<file path="config.mk">
export PLATFORM = sky130hd
export DESIGN_NAME = packet_keystream_cipher_top_flat
export DESIGN_NICKNAME = d
export VERILOG_FILES = /design/src/rtl/core/pkc_pkg.sv /design/src/rtl/core/pkc_if.sv /design/src/rtl/core/packet_keystream_cipher_top.sv /design/src/flat_wrapper.sv
export SDC_FILE = /design/constraint.sdc
export NUM_CORES = 1
export LEC_CHECK = 0
export BUFFER_PORTS_ARGS = -buffer_cell sky130_fd_sc_hd__buf_2
export CAP_MARGIN = 10
export CORE_ASPECT_RATIO = 0.7
export CORE_MARGIN = 1
export CORE_UTILIZATION = 57
export DETAILED_ROUTE_END_ITERATION = 10
export GPL_ROUTABILITY_DRIVEN = 0
export HOLD_SLACK_MARGIN = 0.1
export PLACE_DENSITY = 0.81
export SLEW_MARGIN = 20
export SYNTH_ARGS = -nofsm -noshare
export SYNTH_HDL_FRONTEND = slang
export SYNTH_SLANG_ARGS = --single-unit
</file>
<file path="constraint.sdc">
create_clock -name clk -period 6.8 [get_ports clk]
set_input_delay 0.68 -clock clk [delete_from_list [all_inputs] [get_ports clk]]
set_output_delay 0.68 -clock clk [all_outputs]
set_load 0.01 [all_outputs]
</file>
<file path="src/rtl/core/pkc_pkg.sv">
// pkc_pkg: shared constants and types for the packet keystream cipher
`timescale 1ns / 1ps

package pkc_pkg;

    localparam int unsigned KEY_W   = 32;
    localparam int unsigned GEN_W   = 32;
    localparam int unsigned BYTE_W  = 8;
    localparam int unsigned KIND_W  = 8;
    localparam int unsigned POS_W   = 6;
    localparam int unsigned LANE_W  = 2;

    typedef logic [KEY_W-1:0]  key_t;
    typedef logic [GEN_W-1:0]  gen_t;
    typedef logic [BYTE_W-1:0] byte_t;
    typedef logic [KIND_W-1:0] kind_t;
    typedef logic [POS_W-1:0]  pos_t;
    typedef logic [LANE_W-1:0] lane_t;

    localparam gen_t  LCG_MULT     = 32'h0808_8405;
    localparam gen_t  LCG_SEED     = 32'h04A8_0B38;
    localparam kind_t LONG_KIND    = 8'h02;
    localparam int unsigned LONG_GROUPS  = 12;
    localparam int unsigned SHORT_GROUPS = 4;
    localparam int unsigned GROUP_BYTES  = 4;

    localparam pos_t LONG_LIMIT  = POS_W'(LONG_GROUPS * GROUP_BYTES);
    localparam pos_t SHORT_LIMIT = POS_W'(SHORT_GROUPS * GROUP_BYTES);
    // position stops here, at the largest limit
    localparam pos_t POS_CAP     = POS_W'(LONG_GROUPS * GROUP_BYTES);

    localparam lane_t LANE_0 = 2'd0;
    localparam lane_t LANE_1 = 2'd1;
    localparam lane_t LANE_2 = 2'd2;
    localparam lane_t LANE_3 = 2'd3;

endpackage

</file>
<file path="src/rtl/core/pkc_if.sv">
// pkc_if: valid/ready channel interfaces for the cipher's input, output and key port
`timescale 1ns / 1ps

interface pkc_in_if;
    logic             valid;
    logic             ready;
    logic             mode;
    logic             start_of_packet;
    pkc_pkg::kind_t   packet_kind;
    pkc_pkg::byte_t   data_in;

    modport source (output valid, output mode, output start_of_packet,
                    output packet_kind, output data_in, input ready);
    modport sink   (input valid, input mode, input start_of_packet,
                    input packet_kind, input data_in, output ready);
endinterface

interface pkc_out_if;
    logic             valid;
    logic             ready;
    pkc_pkg::byte_t   data_out;

    modport source (output valid, output data_out, input ready);
    modport sink   (input valid, input data_out, output ready);
endinterface

interface pkc_cfg_if;
    logic             valid;
    logic             ready;
    pkc_pkg::key_t    cipher_key;

    modport source (output valid, output cipher_key, input ready);
    modport sink   (input valid, input cipher_key, output ready);
endinterface

</file>
<file path="src/rtl/core/packet_keystream_cipher_top.sv">
// packet_keystream_cipher_top: byte-wide keystream xor cipher with send/receive generators
`timescale 1ns / 1ps

// Packet keystream cipher. One packet byte per beat enters on in_ch together with
// its direction mode, a start-of-packet flag and the packet's compression type; one
// ciphered byte per beat leaves on out_ch. Two 32-bit generators (send for mode 0,
// receive for mode 1) persist across packets and reset to 0x4A80B38. At byte
// positions 0, 4, 8, ... of a packet the selected generator steps as
// g = g * 0x8088405 + key (mod 2^32) and the byte is xored with lane (position mod 4)
// of it, lane 0 least significant. Coverage ends after 48 bytes when the type is 2
// and after 16 bytes otherwise; later bytes and every byte under a zero key pass
// through. The type is only looked at on a start-of-packet beat; bytes before the
// first start mark count as a short packet begun at reset.
// Throughput: one byte per clock while out_ch is not stalled. A byte accepted on in_ch
// is held in the input register, processed into the result register and offered on
// out_ch from there. The path that sets the clock is the generator step, one 32x32
// constant multiply plus the key add and a lane mux, between the input register and
// the result register.
// The key is loaded over cfg_ch (always ready) and must be written only while no
// byte is in flight.

module packet_keystream_cipher_top (
    input  logic      clk,
    input  logic      rst_n,
    pkc_in_if.sink    in_ch,
    pkc_out_if.source out_ch,
    pkc_cfg_if.sink   cfg_ch
);

    // input register
    logic             in_valid_reg;
    logic             mode_reg;
    logic             sop_reg;
    pkc_pkg::kind_t   kind_reg;
    pkc_pkg::byte_t   data_reg;

    // result register
    logic             out_valid_reg;
    pkc_pkg::byte_t   out_data_reg;
    pkc_pkg::byte_t   out_data_next;

    // cipher state
    pkc_pkg::key_t    key_reg;
    pkc_pkg::gen_t    send_gen_reg;
    pkc_pkg::gen_t    send_gen_next;
    pkc_pkg::gen_t    recv_gen_reg;
    pkc_pkg::gen_t    recv_gen_next;
    pkc_pkg::pos_t    pos_reg;
    pkc_pkg::pos_t    pos_next;
    logic             long_reg;
    logic             long_next;

    // datapath
    logic             advance;
    logic             process;
    pkc_pkg::pos_t    pos_eff;
    pkc_pkg::pos_t    limit;
    logic             covered;
    logic             gen_step;
    pkc_pkg::gen_t    gen_cur;
    pkc_pkg::gen_t    gen_stepped;
    pkc_pkg::gen_t    gen_used;
    pkc_pkg::byte_t   lane_byte;

    // result register frees up when empty or when its beat is taken
    assign advance      = !out_valid_reg || out_ch.ready;
    assign process      = in_valid_reg && advance;
    // input register takes a new beat whenever its current one moves on
    assign in_ch.ready  = !in_valid_reg || advance;
    assign out_ch.valid = out_valid_reg;
    assign out_ch.data_out = out_data_reg;
    assign cfg_ch.ready = 1'b1;

    // a start mark restarts the position and samples the packet type
    assign pos_eff   = sop_reg ? '0 : pos_reg;
    assign long_next = sop_reg ? (kind_reg == pkc_pkg::LONG_KIND) : long_reg;
    assign limit     = long_next ? pkc_pkg::LONG_LIMIT : pkc_pkg::SHORT_LIMIT;
    assign covered   = (key_reg != '0) && (pos_eff < limit);
    assign gen_step  = covered && (pos_eff[pkc_pkg::LANE_W-1:0] == pkc_pkg::LANE_0);

    // generator step: the one multiply of the design
    assign gen_cur     = mode_reg ? recv_gen_reg : send_gen_reg;
    assign gen_stepped = gen_cur * pkc_pkg::LCG_MULT + key_reg;
    assign gen_used    = gen_step ? gen_stepped : gen_cur;

    always_comb
    begin
        case (pos_eff[pkc_pkg::LANE_W-1:0])
            pkc_pkg::LANE_0: lane_byte = gen_used[7:0];
            pkc_pkg::LANE_1: lane_byte = gen_used[15:8];
            pkc_pkg::LANE_2: lane_byte = gen_used[23:16];
            default:         lane_byte = gen_used[31:24];
        endcase
    end

    assign out_data_next = covered ? (data_reg ^ lane_byte) : data_reg;

    // only the selected generator moves
    assign send_gen_next = (!mode_reg && gen_step) ? gen_stepped : send_gen_reg;
    assign recv_gen_next = ( mode_reg && gen_step) ? gen_stepped : recv_gen_reg;

    // position saturates so long packets never wrap back into coverage
    assign pos_next = (pos_eff < pkc_pkg::POS_CAP) ? pos_eff + 1'b1 : pos_eff;

    // control and state registers
    always_ff @(posedge clk or negedge rst_n)
    begin
        if (!rst_n)
        begin
            in_valid_reg  <= 1'b0;
            out_valid_reg <= 1'b0;
            key_reg       <= '0;
            send_gen_reg  <= pkc_pkg::LCG_SEED;
            recv_gen_reg  <= pkc_pkg::LCG_SEED;
            pos_reg       <= '0;
            long_reg      <= 1'b0;
        end
        else
        begin
            if (in_ch.ready)
            begin
                in_valid_reg <= in_ch.valid;
            end
            if (advance)
            begin
                out_valid_reg <= in_valid_reg;
            end
            if (cfg_ch.valid)
            begin
                key_reg <= cfg_ch.cipher_key;
            end
            if (process)
            begin
                send_gen_reg <= send_gen_next;
                recv_gen_reg <= recv_gen_next;
                pos_reg      <= pos_next;
                long_reg     <= long_next;
            end
        end
    end

    // payload registers
    always_ff @(posedge clk)
    begin
        if (in_ch.valid && in_ch.ready)
        begin
            mode_reg <= in_ch.mode;
            sop_reg  <= in_ch.start_of_packet;
            kind_reg <= in_ch.packet_kind;
            data_reg <= in_ch.data_in;
        end
        if (process)
        begin
            out_data_reg <= out_data_next;
        end
    end

    // position never runs past its cap
    a_pos_capped: assert property (@(posedge clk) disable iff (!rst_n)
        pos_reg <= pkc_pkg::POS_CAP)
        else $error("byte position past cap");

    // a zero key leaves both generators untouched
    a_zero_key_holds: assert property (@(posedge clk) disable iff (!rst_n)
        process && (key_reg == '0) |=> $stable(send_gen_reg) && $stable(recv_gen_reg))
        else $error("generator stepped under zero key");

    // a send-direction byte never disturbs the receive generator
    a_send_keeps_recv: assert property (@(posedge clk) disable iff (!rst_n)
        process && !mode_reg |=> $stable(recv_gen_reg))
        else $error("receive generator moved on a send byte");

    // a result only appears from a byte held in the input register
    a_out_from_in: assert property (@(posedge clk) disable iff (!rst_n)
        $rose(out_valid_reg) |-> $past(in_valid_reg))
        else $error("result beat without a source byte");

    // input stalls only when both registers are full and the output is stalled
    a_stall_cause: assert property (@(posedge clk) disable iff (!rst_n)
        !in_ch.ready |-> in_valid_reg && out_valid_reg && !out_ch.ready)
        else $error("input stalled without a full pipeline");

endmodule

</file>
<file path="src/flat_wrapper.sv">
// flat-port wrapper written by rule: the top's interface ports become plain ports
module packet_keystream_cipher_top_flat 
  (clk, rst_n, in_ch_valid, in_ch_mode, in_ch_start_of_packet, in_ch_packet_kind, in_ch_data_in, in_ch_ready, out_ch_valid, out_ch_data_out, out_ch_ready, cfg_ch_valid, cfg_ch_cipher_key, cfg_ch_ready);
  pkc_in_if in_ch_i ();
  pkc_out_if out_ch_i ();
  pkc_cfg_if cfg_ch_i ();
  input  logic clk;
  input  logic rst_n;
  input wire logic [$bits(in_ch_i.valid)-1:0] in_ch_valid;
  input wire logic [$bits(in_ch_i.mode)-1:0] in_ch_mode;
  input wire logic [$bits(in_ch_i.start_of_packet)-1:0] in_ch_start_of_packet;
  input wire logic [$bits(in_ch_i.packet_kind)-1:0] in_ch_packet_kind;
  input wire logic [$bits(in_ch_i.data_in)-1:0] in_ch_data_in;
  output wire logic [$bits(in_ch_i.ready)-1:0] in_ch_ready;
  output wire logic [$bits(out_ch_i.valid)-1:0] out_ch_valid;
  output wire logic [$bits(out_ch_i.data_out)-1:0] out_ch_data_out;
  input wire logic [$bits(out_ch_i.ready)-1:0] out_ch_ready;
  input wire logic [$bits(cfg_ch_i.valid)-1:0] cfg_ch_valid;
  input wire logic [$bits(cfg_ch_i.cipher_key)-1:0] cfg_ch_cipher_key;
  output wire logic [$bits(cfg_ch_i.ready)-1:0] cfg_ch_ready;
  assign in_ch_i.valid = in_ch_valid;
  assign in_ch_i.mode = in_ch_mode;
  assign in_ch_i.start_of_packet = in_ch_start_of_packet;
  assign in_ch_i.packet_kind = in_ch_packet_kind;
  assign in_ch_i.data_in = in_ch_data_in;
  assign in_ch_ready = in_ch_i.ready;
  assign out_ch_valid = out_ch_i.valid;
  assign out_ch_data_out = out_ch_i.data_out;
  assign out_ch_i.ready = out_ch_ready;
  assign cfg_ch_i.valid = cfg_ch_valid;
  assign cfg_ch_i.cipher_key = cfg_ch_cipher_key;
  assign cfg_ch_ready = cfg_ch_i.ready;
  packet_keystream_cipher_top u_core (.clk(clk), .rst_n(rst_n), .in_ch(in_ch_i), .out_ch(out_ch_i), .cfg_ch(cfg_ch_i));
endmodule
</file>
After elaboration in Yosys (flattened, before gate mapping) --
Index checks and enable logic that the tools add are counted.
Cells by class: add/subtract/negate cells 2, multiply operators 1, order comparisons 2, equality and inequality tests 3, muxes and demuxes 8, bitwise gates (word level) 1, reduce and logical (&&, ||, !) cells 15
Operators by type and width (count):
- $mux 32 | 2
- $add 32x32->32 | 1
- $mul 32x28->32 const B | 1
- $reduce_bool 32->1 | 1
- $pmux 8 s3 | 1
- $mux 6 | 3
- $eq 8x2->1 const B | 1
- $mux 8 | 1
- $xor 8x8->8 | 1
- $add 6x1->6 const B | 1
- $logic_and 1x1->1 | 6
- $lt 6x6->1 | 1
- $lt 6x6->1 const B | 1
- $reduce_and 2->1 | 2
- $logic_not 1->1 | 3
- $eq 2x1->1 const B | 1
- $eq 2x2->1 const B | 1
- $logic_not 2->1 | 1
- $logic_or 1x1->1 | 2
- $mux 1 | 1
Storage, ports and cells: register bits after elaboration 131, input port bits 55, output and inout port bits 11, logic and storage cells 44

Longest topological paths before layout --
Gate-level depths: netlist of run 1.
word-level depth 10, mapped depth 28, depth with buffers taken out 23

Worst setup path after synthesis of run 1 --
Ideal clock, no wire load.
kind reg-to-reg, start point register u_core.mode_reg, end point register u_core.out_data_reg[7] (netlist: u_core.out_ch.data_out[7]) (data pin), library setup time 0.266 ns, arrival time 6.285 ns, data required time 6.534 ns, slack 0.249 ns, cell stages (with the launch flop) 28, buffers on the path 5, period minus slack after synthesis 6.551 ns, cell sequence edfxtp_1 -> buf_2 -> buf_1 -> buf_2 -> buf_2 -> mux2_2 -> ha_1 -> inv_1 -> fa_1 -> inv_1 -> fa_1 -> inv_1 -> fa_1 -> inv_1 -> fa_1 -> inv_1 -> fa_1 -> inv_1 -> ha_1 -> and2_2 -> clkbuf_1 -> and3_1 -> and3_1 -> a32o_1 -> o21ai_0 -> a21oi_1 -> nor3_1 -> xor2_1
Between the ends: cells in the longest elaborated chain, start to end 7
RTL lines:
- start: declaration | RTL line packet_keystream_cipher_top.sv:32 | logic mode_reg;
- start signal: assignment | RTL line packet_keystream_cipher_top.sv:147 | mode_reg <= in_ch.mode;
- $mux 32 * | RTL line packet_keystream_cipher_top.sv:82 | assign gen_cur = mode_reg ? recv_gen_reg : send_gen_reg;
- $mul 32x28->32 | RTL line packet_keystream_cipher_top.sv:83 | assign gen_stepped = gen_cur * pkc_pkg::LCG_MULT + key_reg;
- $add 32x32->32 | RTL line packet_keystream_cipher_top.sv:83
- $mux 32 * | RTL line packet_keystream_cipher_top.sv:84 | assign gen_used = gen_step ? gen_stepped : gen_cur;
- $pmux 8 s3 * | RTL line packet_keystream_cipher_top.sv:88 | case (pos_eff[pkc_pkg::LANE_W-1:0])
- $xor 8x8->8 * | RTL line packet_keystream_cipher_top.sv:96 | assign out_data_next = covered ? (data_reg ^ lane_byte) : data_reg;
- $mux 8 * | RTL line packet_keystream_cipher_top.sv:96
- net u_core.out_data_next[7] | RTL line packet_keystream_cipher_top.sv:40 | pkc_pkg::byte_t out_data_next;
- end signal: assignment | RTL line packet_keystream_cipher_top.sv:154 | out_data_reg <= out_data_next;
- end: declaration | RTL line packet_keystream_cipher_top.sv:39 | pkc_pkg::byte_t out_data_reg;
The timed path passes the listed nets; every way through them passes the cells marked *. A chain may end at the register's enable or synchronous reset.

Worst setup path in the final report of run 1 --
start point register u_core.mode_reg, end point register u_core.out_data_reg[1] (netlist: u_core.out_ch.data_out[1]) (data pin)
Same word-level chain as after synthesis.

==> results of run 1 <==
[stage by stage]
| step | utilization [%] | worst slack, ns | hold WS (ns) | cells |
|---|---|---|---|---|
| final | 64.7 | 0.452 | 0.163 | 1492 |
| after global routing | 64.7 | 0.145 | 0.187 | 1492 |
| after CTS | 64.5 | 0.460 | 0.163 | 1491 |
| after detailed placement | 61.4 | 0.537 | 0.447 | 1459 |
| after global placement | 61.4 | 0.660 | 0.444 | 1459 |
| after floorplan | - | 0.249 | 0.384 | 1164 |
[cell usage after synthesis (6+ instances only)]
cell type and n:
dfrtp_1 85, edfxtp_1 26, nand4_1 7, a21oi_1 42, nand2b_1 7, nor3_1 18
mux2_2 46, ha_1 128, dfstp_2 20, nor2_1 24, xor2_1 15, a221oi_1 6
nand3_1 11, inv_1 183, nor4_1 10, mux2i_1 6, clkbuf_1 29, a31oi_1 8
fa_1 76, a21o_1 18, xnor2_1 27, o21ai_0 71, nand2_1 181
[placed cells by master (no fill, tap or decap), drive strengths merged, types with 27 or more instances in the layout]
cell,netlist,final
dfrtp,85,85
nand2,181,181
o21ai,73,73
buf,9,74
inv,183,186
a21oi,42,42
mux2,47,47
ha,128,128
fa,76,76
xnor2,27,27
[metal layers]
| layer | GRT usage [%] | share of wire, % | up-vias | wire [um] |
|---|---|---|---|---|
| met5 | 0 | 0 | - | 0 |
| met4 | 12.7 | 3.0 | 0 | 890 |
| met3 | 11.4 | 12 | 68 | 3520 |
| met2 | 45.7 | 42 | 460 | 12700 |
| met1 | 44.2 | 43 | 4297 | 12700 |
| li1 | - | - | 4022 | - |
[worst max-delay path by stage]
stage / cells past startpoint / slack (ns) / start / end
global placement: 19 / 0.66 / u_core.mode_reg / u_core.out_ch.data_out[4]
finish: 20 / 0.45 / u_core.mode_reg / u_core.out_ch.data_out[1]
floorplan: 27 / 0.25 / u_core.mode_reg / u_core.out_ch.data_out[7]
CTS: 20 / 0.46 / u_core.mode_reg / u_core.out_ch.data_out[1]
global route: 20 / 0.15 / u_core.mode_reg / u_core.out_ch.data_out[1]
detailed placement: 20 / 0.54 / u_core.mode_reg / u_core.out_ch.data_out[1]
[final cells by class]
| class | instances | area (um^2) |
|---|---|---|
| clock buffer | 23 | 499 |
| timing repair buffer | 74 | 430 |
| clock inverter | 9 | 92.6 |
| inverter | 184 | 691 |
| tap | 264 | 330 |
| fill | 1490 | 6740 |
| multi-input combinational | 807 | 6860 |
| sequential | 131 | 3430 |
[timing repair]
item | CTS | global route
buffers inserted | 0 | 0
resized for setup | 0 | 2
setup endpoints to repair | 0 | 1
[kinds of logic (layout without fill, tap and decap cells)]
group                    after synthesis  in the layout
AO/OA/AOI/OAI                        215            215
XOR/XNOR                              43             43
adder cells (fa/ha/maj)              204            204
buffers and inverters                226            290
flip-flops                           131            131
multiplexers                          53             53
other                                  1              1
AND/OR/NAND/NOR                      291            291
==> impl_metrics.py, run 1 <==
metrics = {
    "global_routing": {
        "grt_antenna_before_repair": 1,
        "overflow": 0,
        "grt_max_degree": 79,
        "grt_pass1_wl_mm": 48.3,
        "grt_pass1_vias": 9071,
        "grtUsageTotal_pct": 32.0,
    },
    "synthesis": {
        "synthArstFlopShare_pct": 80.2,
        "synth_top_area_share_pct": 19.0,
        "synth_cell_types": 81,
        "synth_nets": 1423,
        "yosysSeqAreaShare_pct": 30.7,
        "synthMuxAreaShare_pct": 5.30,
        "synth_top_family_by_area": "adder cells",
        "synth_xor_area_share_pct": 3.49,
        "synth_fa_ha_area_share_pct": 27.9,
        "netlist_instances": 1164,
        "syn_area_um2": 11200,
        "synth.area.top_cells": "dfrtp_1, ha_1, fa_1, edfxtp_1, inv_1",
        "synth_warnings": 0,
        "ys_ff_latch": 131,
        "yosysTopAreaCell": "dfrtp_1",
        "synth.avg_cell_area_um2": 9.61,
        "synth_compound_area_share_pct": 12.8,
        "synth-edff-count": 26,
        "synth-main-ff-cell": "dfrtp_1",
        "synth-simple-area-share_pct": 11.6,
    },
    "critical_path": {
        "path_delay_family": "adder cells",
        "startpoint_type": "flip-flop",
        "crit_top_cell": "ha_1",
        "critPathSlowestCell": "fa_1",
        "rrSetupSlack_ns": 0.45,
        "reg2reg_from": "u_core.mode_reg",
        "path_buf_inv": 4,
        "reg2reg_to": "u_core.out_ch.data_out[1]",
        "max_stage_delay_ns": 0.54,
        "criticalPathCategory": "reg -> reg",
        "crit_required_ns": 6.96,
        "cp_data_arrival_time_ns": 6.51,
        "crit_chain": "buf_12 -> mux2i_2 -> inv_1 -> ha_1 -> ha_1 -> ha_1 -> fa_1 -> inv_1 -> fa_1 -> inv_1 -> ha_1 -> a21o_1 -> a211oi_1 -> and2_1 -> a22oi_1 -> a2111oi_0 -> nand4b_1 -> nand2_1 -> a221oi_1 -> xor2_1",
        "worstRegToRegCells": 20,
        "cp_max_fo": 27,
        "endpoint_kind": "flip-flop",
    },
    "cts": {
        "cts-root-buf": "clkbuf_16",
        "numCtsBuffers": 17,
        "htreeDepth": 4,
        "cts.path.max_buffers": 2,
        "tritoncts": "yes",
        "clock_latency_ns": 0.44,
        "path_clk_slew_ns": 0.06,
        "cts_hold_buffers": 0,
        "cts_sinks": 131,
    },
    "sta": {
        "finalHoldViolCount": 0,
        "fin_skew_ns": 0.0147,
        "period_needed_ns": 6.35,
        "slew_violations": 0,
        "setup_viol": 0,
        "timing.setup.tns_ns": 0,
        "relSlewSlack_pct": 30.9,
        "fmax_mhz": 158,
        "fin_crit_sh_pct": 93.3,
        "rsz0062_at_grt": "false",
        "worstMarginPinSlew_ns": 1.03,
    },
    "routing": {
        "postRouteAntennaNets": 0,
        "num_vias": 8847,
        "routedWlPerCell_um": 20.0,
        "viasPerCell": 5.93,
        "route.detailed.drc": 0,
        "firstDrtPassIters": 5,
        "drt_iter0_markers": 922,
        "totalWireLength_mm": 29.8,
    },
    "floorplanning": {
        "die_w_um": 169,
        "die-area_um2": 20200,
        "dieHeight_um": 119,
        "core_um2": 19100,
        "start_util_pct": 58.7,
        "io_pins": 66,
        "rows": 42,
    },
    "placement": {
        "placed_area_um2": 11700,
        "dpl.hpwl_mm": 23.1,
        "portBuffers": 64,
    },
    "final_layout": {
        "diodes": 0,
        "drive_above_1_share_pct": 15.9,
        "areaGrowthSynthToFinish_pct": 10.3,
        "final_cell_area_um2": 12300,
        "nNetsFinal": 1474,
    },
    "min_path": {
        "hp-class": "in -> async",
    },
    "status": {
        "outcome": "finished, final reports clean",
    },
    "job": {
        "drv_cap": 0,
    },
}
Power of run 1 is left out: the tool's default activity adds up to more than one toggle a clock period on the data nets, which glitch-free logic cannot reach.
==> run 2: changes to the inputs <==
Settings changed: PLACE_DENSITY 0.81 to 0.78.
==> impl_metrics.py, run 2 (same netlist as run 1, synthesis figures left out) <==
metrics = {
    "status": {
        "outcome": "finished, final reports clean",
    },
    "sta": {
        "setup_viol": 0,
        "fin_skew_ns": 0.0148,
        "slew_violations": 0,
        "rsz0062_at_grt": "false",
        "fmax_mhz": 151,
        "worstMarginPinSlew_ns": 1.08,
        "timing.setup.tns_ns": 0,
        "period_needed_ns": 6.61,
        "relSlewSlack_pct": 28.0,
        "finalHoldViolCount": 0,
        "fin_crit_sh_pct": 97.2,
    },
    "floorplanning": {
        "die-area_um2": 20200,
        "core_um2": 19100,
        "die_w_um": 169,
        "dieHeight_um": 119,
        "rows": 42,
        "io_pins": 66,
        "start_util_pct": 58.7,
    },
    "routing": {
        "routedWlPerCell_um": 19.9,
        "route.detailed.drc": 0,
        "num_vias": 8787,
        "firstDrtPassIters": 7,
        "drt_iter0_markers": 924,
        "postRouteAntennaNets": 0,
        "totalWireLength_mm": 29.7,
        "viasPerCell": 5.90,
    },
    "critical_path": {
        "endpoint_kind": "flip-flop",
        "crit_required_ns": 6.98,
        "criticalPathCategory": "reg -> reg",
        "rrSetupSlack_ns": 0.19,
        "cp_data_arrival_time_ns": 6.79,
        "cp_max_fo": 27,
        "startpoint_type": "flip-flop",
        "worstRegToRegCells": 22,
    },
    "cts": {
        "cts_hold_buffers": 0,
        "cts.path.max_buffers": 2,
        "cts_sinks": 131,
        "cts_resized": 0,
        "htreeDepth": 4,
        "cts-root-buf": "clkbuf_16",
        "tritoncts": "yes",
        "numCtsBuffers": 17,
        "post_cts_buffers": 0,
        "path_clk_slew_ns": 0.06,
        "clock_latency_ns": 0.44,
    },
    "min_path": {
        "hp-class": "in -> async",
    },
    "job": {
        "drv_cap": 0,
    },
    "final_layout": {
        "drive_above_1_share_pct": 15.8,
        "areaGrowthSynthToFinish_pct": 9.71,
        "mostFrequentLayoutCells": "inv_1, nand2_1, ha_1",
        "final_common_cell": "inv_1",
        "nNetsFinal": 1471,
        "nFillCells": 1528,
        "diodes": 0,
    },
    "placement": {
        "portBuffers": 64,
        "dpl.hpwl_mm": 22.8,
    },
    "global_routing": {
        "overflow": 0,
        "grt_antenna_before_repair": 0,
        "grtUsageTotal_pct": 31.4,
        "grt_pass1_wl_mm": 47.5,
        "grt_max_degree": 57,
        "grt_pass1_vias": 8833,
    },
}
==> run 2: changes by cell type in the layout (fill, tap and decap cells not counted), sizes merged <==
cell,change
inv,+3
clkbuf,-4
clkinv,+1
buf,-3
==> run 2: final timing paths <==
| check | start | to |
|---|---|---|
| hold reg to reg | u_core.send_gen_reg[5] | u_core.send_gen_reg[5] |
| max in group asynchronous | rst_n | u_core.key_reg[28] |
| setup reg to reg | u_core.mode_reg | u_core.out_ch.data_out[4] |
| setup / recovery | u_core.mode_reg | u_core.out_ch.data_out[4] |
| hold / removal | rst_n | u_core.in_valid_reg |
| min in group clk | in_ch_packet_kind[3] | u_core.kind_reg[3] |
==> run 2: worst max-delay path: stages (launching register included) <==
cell	delay, ns
edfxtp_1	0.37
buf_12	0.22
buf_4	0.23
mux2_2	0.45
ha_1	0.23
ha_1	0.30
inv_1	0.05
fa_1	0.47
inv_1	0.05
fa_1	0.52
inv_1	0.05
fa_1	0.51
inv_1	0.04
ha_1	0.44
inv_1	0.12
o31ai_1	0.46
o21ai_0	0.17
a21oi_1	0.31
nor3_1	0.12
xnor2_1	0.57
a221oi_1	0.27
a311oi_2	0.28
xor2_1	0.10
==> run 2: final cells by class <==
type | count | area (um^2) | area share, %
flip-flops and latches | 131 | 3430 | 28.0
clock inverters | 13 | 123 | 0.999
inverters | 184 | 691 | 5.63
multi-input cells | 807 | 6860 | 55.9
clock buffers | 19 | 454 | 3.70
repair buffers | 71 | 388 | 3.16
well taps | 264 | 330 | 2.69
==> run 2: routing by layer <==
layer / up-vias / GRT usage, % / part of all wire (%)
li1: 4007 / - / -
met1: 4242 / 46.4 / 44
met3: 60 / 7.81 / 11
met4: 0 / 10.2 / 2.4
met5: - / 0 / 0
met2: 478 / 45.0 / 42
==> run 2: through the flow <==
stage	std cells	instance area, um^2	hold WS (ns)	util (%)	worst slack [ns]
2_1_floorplan	1164	11200	0.384	-	0.249
3_3_place_gp	1457	11700	0.445	61.3	0.518
3_5_place_dp	1457	11700	0.448	61.3	0.386
4_1_cts	1489	12300	0.311	64.3	0.323
5_1_grt	1489	12300	0.330	64.3	0.0150
6_report	1489	12300	0.278	64.3	0.192
Power of run 2 is left out for the same reason.
